===== config.mk =====
export PLATFORM = sky130hd
export DESIGN_NAME = button_gesture_classifier_top
export DESIGN_NICKNAME = d
export VERILOG_FILES = /design/src/rtl/bgc_pkg.sv /design/src/rtl/button_gesture_classifier_top.sv
export SDC_FILE = /design/constraint.sdc
export NUM_CORES = 1
export LEC_CHECK = 0
export BUFFER_PORTS_ARGS = -buffer_cell sky130_fd_sc_hd__buf_4
export CAP_MARGIN = 15
export CORE_ASPECT_RATIO = 0.8
export CORE_UTILIZATION = 65
export CTS_CLUSTER_SIZE = 28
export DETAILED_ROUTE_END_ITERATION = 10
export GPL_ROUTABILITY_DRIVEN = 0
export PLACE_DENSITY = 0.8
export REMOVE_ABC_BUFFERS = 1
export SYNTH_ARGS = -nofsm -noshare
export SYNTH_HDL_FRONTEND = slang
export SYNTH_SLANG_ARGS = --single-unit

===== constraint.sdc =====
create_clock -name clock -period 7.5 [get_ports clock]
set_input_delay 1.5 -clock clock [delete_from_list [all_inputs] [get_ports clock]]
set_output_delay 1.5 -clock clock [all_outputs]
set_load 0.01 [all_outputs]

===== src/rtl/bgc_pkg.sv =====
// ---------------------------------------------------------------------------
// bgc_pkg
// Shared types and constants of the button gesture classifier.
// ---------------------------------------------------------------------------
`default_nettype none

package bgc_pkg;

   localparam int COUNTER_BITS = 16;
   localparam int CFG_BITS     = 16;
   localparam int CSR_IDX_BITS = 2;
   localparam int EVENT_BITS   = 2;

   // compare width that holds both a count and a threshold
   localparam int CMP_BITS = (COUNTER_BITS > CFG_BITS) ? COUNTER_BITS : CFG_BITS;

   localparam logic [CFG_BITS-1:0] LONG_PRESS_RESET = CFG_BITS'(200);
   localparam logic [CFG_BITS-1:0] DOUBLE_GAP_RESET = CFG_BITS'(87);
   localparam logic [CFG_BITS-1:0] MIN_PRESS_RESET  = CFG_BITS'(2);

   typedef enum logic [EVENT_BITS-1:0] {
      EV_NONE   = 2'd0,
      EV_CLICK  = 2'd1,
      EV_DOUBLE = 2'd2,
      EV_LONG   = 2'd3
   } event_type;

   typedef enum logic [CSR_IDX_BITS-1:0] {
      CSR_LONG_PRESS = 2'd0,
      CSR_DOUBLE_GAP = 2'd1,
      CSR_MIN_PRESS  = 2'd2,
      CSR_UNUSED     = 2'd3
   } csr_index_type;

   typedef logic [COUNTER_BITS-1:0] count_type;

endpackage

`default_nettype wire


===== src/rtl/button_gesture_classifier_top.sv =====
// ---------------------------------------------------------------------------
// button_gesture_classifier_top
// Click, double click and long press detector for an active-low button.
// ---------------------------------------------------------------------------
//
// Usage:
//   Each request on the req_ channel is one sampling tick of the button pin
//   (req_button_level: 0 pressed, 1 released). Every request yields exactly
//   one response on the rsp_ channel carrying rsp_gesture_event
//   (none, click, double click, long press).
//   Response: registered, valid in the cycle after the request is accepted.
//   Throughput: one request per cycle while req_stall is low; the phase update and both counter
//   updates are one short pass of logic between the state registers and
//   the response register.
//   Stall: the response register holds while rsp_stall is high; a new
//   request is taken in the same cycle as the held response leaves, and
//   req_stall rises only while a response is held and stalled.
//   Configuration: csr_ writes are always ready; index 0 sets the long press
//   threshold, 1 the double click window, 2 the minimum press length, and
//   index 3 is ignored. Write only while the block is idle.
//   Reset: synchronous, active high; clears the phase to idle, both counters
//   to zero, the thresholds to 200, 87 and 2, and drops any held response.
//
`default_nettype none

module button_gesture_classifier_top (
   input  wire                            clock,
   input  wire                            reset,
   input  wire                            req_valid,
   output logic                           req_stall,
   input  wire                            req_button_level,
   output logic                           rsp_valid,
   input  wire                            rsp_stall,
   output logic [bgc_pkg::EVENT_BITS-1:0] rsp_gesture_event,
   input  wire                            csr_valid,
   output logic                           csr_ready,
   input  wire [bgc_pkg::CSR_IDX_BITS-1:0] csr_index,
   input  wire [bgc_pkg::CFG_BITS-1:0]    csr_wdata
);
   import bgc_pkg::*;

   typedef enum logic [1:0] {
      PH_IDLE       = 2'd0,
      PH_PRESS      = 2'd1,
      PH_WAIT_CLICK = 2'd2,
      PH_WAIT_REL   = 2'd3
   } phase_type;

   localparam count_type COUNT_ONE = count_type'(1);
   localparam count_type COUNT_MAX = '1;

   // configuration registers
   logic [CFG_BITS-1:0] long_press_ff, double_gap_ff, min_press_ff;

   // gesture state
   phase_type phase_ff, phase_in;
   count_type press_count_ff, press_count_in;
   count_type gap_count_ff, gap_count_in;

   // response register
   logic      rsp_valid_ff, rsp_valid_in;
   event_type rsp_event_ff, rsp_event_in;

   logic      req_take;
   logic      pressed;
   count_type press_inc, gap_inc;

   assign csr_ready = 1'b1;

   // hold the request side only while a response waits and is stalled
   assign req_stall = rsp_valid_ff && rsp_stall;
   assign req_take  = req_valid && !req_stall;

   assign pressed   = !req_button_level;

   // saturating increments, the counters never wrap
   assign press_inc = (press_count_ff == COUNT_MAX) ? COUNT_MAX : press_count_ff + COUNT_ONE;
   assign gap_inc   = (gap_count_ff == COUNT_MAX) ? COUNT_MAX : gap_count_ff + COUNT_ONE;

   // next gesture state and event for one tick
   always_comb begin
      phase_in       = phase_ff;
      press_count_in = press_count_ff;
      gap_count_in   = gap_count_ff;
      rsp_event_in   = EV_NONE;
      unique case (phase_ff)
         PH_IDLE: begin
            if (pressed) begin
               press_count_in = COUNT_ONE;
               phase_in       = PH_PRESS;
            end
         end
         PH_PRESS: begin
            if (pressed) begin
               press_count_in = press_inc;
               if (CMP_BITS'(press_inc) >= CMP_BITS'(long_press_ff)) begin
                  phase_in     = PH_IDLE;
                  rsp_event_in = EV_LONG;
               end
            end else if (CMP_BITS'(press_count_ff) >= CMP_BITS'(min_press_ff)) begin
               gap_count_in = COUNT_ONE;
               phase_in     = PH_WAIT_CLICK;
            end else begin
               // too short: drop the press
               phase_in = PH_IDLE;
            end
         end
         PH_WAIT_CLICK: begin
            if (pressed) begin
               press_count_in = COUNT_ONE;
               phase_in       = PH_WAIT_REL;
            end else begin
               gap_count_in = gap_inc;
               if (CMP_BITS'(gap_inc) >= CMP_BITS'(double_gap_ff)) begin
                  phase_in     = PH_IDLE;
                  rsp_event_in = EV_CLICK;
               end
            end
         end
         PH_WAIT_REL: begin
            // no timeout on the second release
            if (!pressed) begin
               phase_in     = PH_IDLE;
               rsp_event_in = EV_DOUBLE;
            end
         end
         default: begin
            phase_in = PH_IDLE;
         end
      endcase
   end

   // response valid: load on a taken request, clear once delivered
   always_comb begin
      if (req_take) begin
         rsp_valid_in = 1'b1;
      end else if (!rsp_stall) begin
         rsp_valid_in = 1'b0;
      end else begin
         rsp_valid_in = rsp_valid_ff;
      end
   end

   always_ff @(posedge clock) begin
      if (reset) begin
         phase_ff       <= PH_IDLE;
         press_count_ff <= '0;
         gap_count_ff   <= '0;
         rsp_valid_ff   <= 1'b0;
         long_press_ff  <= LONG_PRESS_RESET;
         double_gap_ff  <= DOUBLE_GAP_RESET;
         min_press_ff   <= MIN_PRESS_RESET;
      end else begin
         rsp_valid_ff <= rsp_valid_in;
         // advance the state only on a taken request
         if (req_take) begin
            phase_ff       <= phase_in;
            press_count_ff <= press_count_in;
            gap_count_ff   <= gap_count_in;
         end
         if (csr_valid && csr_ready) begin
            unique case (csr_index_type'(csr_index))
               CSR_LONG_PRESS: long_press_ff <= csr_wdata;
               CSR_DOUBLE_GAP: double_gap_ff <= csr_wdata;
               CSR_MIN_PRESS:  min_press_ff  <= csr_wdata;
               CSR_UNUSED:     ;
               default:        ;
            endcase
         end
      end
   end

   // response payload needs no reset
   always_ff @(posedge clock) begin
      if (req_take) begin
         rsp_event_ff <= rsp_event_in;
      end
   end

   assign rsp_valid         = rsp_valid_ff;
   assign rsp_gesture_event = rsp_event_ff;

endmodule

`default_nettype wire


## Yosys cells after proc, flatten, opt, wreduce, memory -nomap -nowiden

Cells that the tools add are included.

| word-level totals | value |
|---|---|
| register bits after elaboration | 85 |
| input port bits | 24 |
| output and inout port bits | 5 |
| word-level logic and storage cells | 69 |

| operators by class | value |
|---|---|
| $add $sub $neg | 2 |
| magnitude comparators | 3 |
| eq/ne operators | 17 |
| muxes and demuxes | 25 |
| reductions and logical operators | 14 |

Operators with widths:

| cell | count |
|---|---|
| two-way mux 16 bit | 7 |
| one-hot mux 16 bit (2 select lines) | 2 |
| >= comparator 16 bit | 3 |
| adder 16 x 1 -> 16 bit, second input constant | 2 |
| equality test 16 bit, second input constant | 2 |
| two-way mux 2 bit | 10 |
| != test 2 bit, second input constant | 7 |
| AND reduction 5 bit | 2 |
| one-hot mux 2 bit (4 select lines) | 1 |
| equality test 2 bit, second input constant | 3 |
| != test 3 bit, second input constant | 2 |
| one-hot mux 2 bit (3 select lines) | 1 |
| AND reduction 2 bit | 3 |
| equality test 2 x 1 -> 1 bit, second input constant | 2 |
| logical NOT 2 bit | 2 |
| two-way mux 1 bit | 4 |
| AND reduction 4 bit | 1 |
| nonzero test 2 bit | 2 |
| logical AND 1 bit | 2 |
| != test 2 x 1 -> 1 bit, second input constant | 1 |
| OR reduction 2 bit | 1 |
| logical NOT 1 bit | 1 |

## Depth between registers and ports, before layout

| logic depth | value |
|---|---|
| depth in word-level cells | 6 |
| mapped depth | 16 |
| mapped depth without buffers | 13 |

## Least setup slack after synthesis

OpenSTA, ideal clock, no wires.

| timing path | value |
|---|---|
| path kind | input -> output |
| start | input rsp_stall |
| end | output req_stall |
| arrival | 1.663 ns |
| data required time | 6.000 ns |
| slack | 4.337 ns |
| stages | 2 |
| path buffers | 0 |
| path through | nand2_1 > inv_1 |

| on the way | value |
|---|---|
| cells in the longest elaborated chain, start to end | 1 |

RTL lines:

| element | RTL line | text |
|---|---|---|
| from (decl) | button_gesture_classifier_top.sv:33 | `input wire rsp_stall,` |
| logical AND 1 bit | button_gesture_classifier_top.sv:71 | `assign req_stall = rsp_valid_ff && rsp_stall;` |
| to (decl) | button_gesture_classifier_top.sv:30 | `output logic req_stall,` |

Every way passes these cells.

## Final worst setup path

| timing path | value |
|---|---|
| start | register press_count_ff[2] |
| end | register rsp_event_ff[1] (netlist: rsp_gesture_event[1]), data pin |

| on the way | value |
|---|---|
| cells in the longest elaborated chain, start to end | 6 |
| elaborated cells between the ends (all ways) | 7 |
| those cells by class | add/sub (1); order compare (1); eq/ne (1); mux (4) |

RTL lines:

| element | RTL line | text |
|---|---|---|
| from (decl) | button_gesture_classifier_top.sv:57 | `count_type press_count_ff, press_count_in;` |
| from (signal assigned) | button_gesture_classifier_top.sv:158 | `press_count_ff <= press_count_in;` |
| adder 16 x 1 -> 16 bit or equality test 16 bit (tied branches) | button_gesture_classifier_top.sv:77 | `assign press_inc = (press_count_ff == COUNT_MAX) ? COUNT_MAX : press_count_ff + COUNT_ONE;` |
| two-way mux 16 bit * | button_gesture_classifier_top.sv:77 |  |
| >= comparator 16 bit * | button_gesture_classifier_top.sv:96 | `if (CMP_BITS'(press_inc) >= CMP_BITS'(long_press_ff)) begin` |
| two-way mux 2 bit * | button_gesture_classifier_top.sv:96 |  |
| two-way mux 2 bit * | button_gesture_classifier_top.sv:94 | `if (pressed) begin` |
| one-hot mux 2 bit (3 select lines) * | button_gesture_classifier_top.sv:86 | `unique case (phase_ff)` |
| named net rsp_event_in[1] | button_gesture_classifier_top.sv:62 | `event_type rsp_event_ff, rsp_event_in;` |
| to (signal assigned) | button_gesture_classifier_top.sv:176 | `rsp_event_ff <= rsp_event_in;` |
| to (decl) | button_gesture_classifier_top.sv:62 |  |

Mark *: on every way through the listed nets, which the timed path passes. The rest lies on a longest branch.
A chain may end at the register's enable or synchronous reset.

==> reports/metrics.csv <==
stage,metric,value,unit
detailed_routing,dr.pass1.iters,6,
clocking,cts_resized,0,
global_route,antenna_found_initial,0,
place,placed_area,0.00542,sq mm
setup_path,cp.required,7600,ps
place,post-dp-hpwl,9.49,mm
die,coreArea,0.00760,sq mm
clocking,cts_tree,built,
global_route,grt_usage,32.0,%
job,cap_violations,0,
timing,max_clock_freq,266,MHz
die,start_util,69.1,%
power_and_ir_drop,power_frac_comb,9.1,%
setup_path,endpoint_kind,register,
setup_path,crit_type,reg2reg,
clocking,htree_levels,3,
clocking,holdBufCountCts,0,
die,die_w,102,microns
detailed_routing,drtAntennaViolNets,0,
final_layout,stdcell_area,0.00565,sq mm
power_and_ir_drop,power,909,uW
place,port_buffers,27,
global_route,overflow,0,
clocking,cts.sinks,85,
global_route,grt_pass1_vias,4381,
detailed_routing,vias,4910,
detailed_routing,routed_via_density,6.02,
setup_path,cp_max_fo,14,
timing,tightestPinTransition,779,ps
synth,yosysWarnings,0,
setup_path,arrival,3870,ps
timing,fin_crit,3760,ps
power_and_ir_drop,power_frac_seq,51.7,%
final_layout,multi_input_area,0.00316,sq mm
synth,ys_seq_area_share,32.8,%
clocking,clk_pin_slew,90,ps
timing,finalClockSkew,9.09,ps
detailed_routing,post-route-drc-count,0,
final_layout,num-fill-cells,613,
timing,relSlewSlack,48.1,%
clocking,clock_path_buffers,2,
setup_path,cp-start-kind,register,
die,rows,28,
power_and_ir_drop,internal_power,678,uW
synth,synth-edff-count,2,
final_layout,final_nets,780,
detailed_routing,drt_iter0_drc,356,
global_route,met3_usage,6.31,%
power_and_ir_drop,swShare,25.4,%
power_and_ir_drop,p_clk_share,39.2,%
detailed_routing,wirelength,12.9,mm
synth,netlist_instances,702,
die,io_pins,29,
synth,synthDistinctLibCells,64,
power_and_ir_drop,power.switching,230,uW
power_and_ir_drop,pwr_density_cell,161,mW/mm^2
power_and_ir_drop,irDropWorstVdd,0.123,mV
global_route,met2_usage,51.9,%
synth,synthArstFlopShare,0,%
synth,syn_area,0.00525,sq mm
final_layout,layout-drive-gt1-share,8.44,%
die,die_h,82.4,microns
timing,setup_violations,0,
power_and_ir_drop,p_leak,2.37,nW
timing,drv_slew,0,
die,die_area,0.00844,sq mm
detailed_routing,wl_per_cell,15.8,microns
timing,rsz0062_at_grt,no,
setup_path,reg2reg_slack,3740,ps
global_route,grt_max_degree,68,
synth,syn_area_per_cell,7.48,sq um
clocking,worstSkewPairLatency,360,ps
final_layout,regArea,0.00172,sq mm
min_path,holdCritPathClass,reg2reg,
global_route,grtUsageMet1,42.8,%
global_route,busiest_layer,met2,
clocking,cts_root_buf,clkbuf_8,
synth,synth-seq-cells,85,
outcome,outcome,finished clean,
final_layout,synthToLayoutAreaGrowth,7.60,%
synth,ys.flop_type,dfxtp_1,
clocking,post_cts_buffers,0,
global_route,grt_pass1_wl,20.5,mm
timing,finalSetupTns,0,ps
final_layout,diodes,0,
clocking,cts_buffers,9,
timing,finalHoldViolations,0,
timing,fin_crit_sh,50.2,%
[final timing paths]
| check | start | to | cells after the start |
|---|---|---|---|
| worst max register to register | press_count_ff[2] | rsp_gesture_event[1] | 12 |
| worst min-delay path | double_gap_ff[5] | double_gap_ff[5] | 2 |
| worst max-delay path | press_count_ff[2] | rsp_gesture_event[1] | 12 |
| worst min register to register | double_gap_ff[5] | double_gap_ff[5] | 2 |
[worst max-delay path, stage by stage, from the launching register on]
cell and delay [ps]:
dfxtp_1 460, and3_1 280, and3_1 350, and3_1 270
nand3_1 400, nand2_1 190, ha_1 260, a211oi_1 230
o21ai_0 130, a21oi_1 230, o21ai_0 150, a211oi_1 400
o21ai_0 150
[cell families after synthesis]
kind of cell,after synthesis,synth area share (%)
simple gates,268,23.6
compound gates,191,21.3
buf+inv,88,6.96
flops,85,32.8
fa+ha+maj,50,11.9
xor+xnor,15,2.50
mux,4,0.905
other cells,1,0.0714
[area by class of cell]
| type | instances | area share [%] |
|---|---|---|
| clock buffer | 12 | 2.95 |
| clock inverter | 4 | 0.952 |
| inverter | 53 | 3.52 |
| multi-input combinational | 529 | 56.0 |
| sequential | 85 | 30.5 |
| tap | 105 | 2.33 |
| timing repair buffer | 28 | 3.79 |
[per-layer routing]
layer | part of all wire (%) | vias up
met5 | 0 | -
met4 | 2.2 | 0
met3 | 8.0 | 27
met2 | 44 | 203
met1 | 46 | 2266
li1 | - | 2414
[synth_stat cells, types with 5 or more instances]
cell type / number / area share [%]
nand2_1: 143 / 10
a21oi_1: 84 / 8.0
dfxtp_1: 83 / 32
inv_1: 53 / 3.8
ha_1: 50 / 12
o21ai_0: 48 / 4.6
nor2_1: 38 / 2.7
nand3_1: 22 / 2.1
clkbuf_1: 21 / 1.5
a21o_1: 12 / 1.7
o211ai_1: 12 / 1.7
and3_1: 9 / 1.1
nor2b_1: 9 / 1.1
xnor2_1: 8 / 1.3
buf_2: 7 / 0.67
nand4_1: 7 / 0.83
nor3_1: 7 / 0.67
xor2_1: 7 / 1.2
a211oi_1: 5 / 0.71
a31oi_1: 5 / 0.60
and4_1: 5 / 0.83
o21a_1: 5 / 0.71
[power by group through the flow]
stage	registers, mW	clock network [mW]	logic, mW
final	0.470	0.356	0.0825
after global routing	0.471	0.375	0.0917
after CTS	0.470	0.358	0.0810
after detailed placement	0.480	0	0.0806
after global placement	0.480	0	0.0775
after floorplan	0.479	0	0.0435
[state kept, by name, indices dropped and copies added (netlist names)]
name               count
min_press_ff          16
long_press_ff         16
press_count_ff        16
double_gap_ff         16
gap_count_ff          16
rsp_valid              1
phase_ff               2
rsp_gesture_event      2
[cells in the final DEF, fill, tap and decap left out, types with 5 or more instances in the layout]
master and count:
a211oi_1 5, a21o_1 12, a21oi_1 84, a31oi_1 5
and3_1 9, and4_1 5, buf_4 27, clkbuf_8 10
dfxtp_1 83, ha_1 50, inv_1 53, nand2_1 143
nand3_1 22, nand4_1 7, nor2_1 38, nor2b_1 9
nor3_1 7, o211ai_1 12, o21a_1 5, o21ai_0 48
xnor2_1 8, xor2_1 7
[stage by stage]
step	hold slack, ps	worst slack, ps	std cells	util, %
5_1_grt	477	3480	816	74.3
2_1_floorplan	430	4340	667	-
4_1_cts	458	3830	815	74.2
3_3_place_gp	443	4080	799	71.3
3_5_place_dp	447	3840	799	71.3
6_report	457	3740	816	74.3
(Power assumes the default switching activity.)
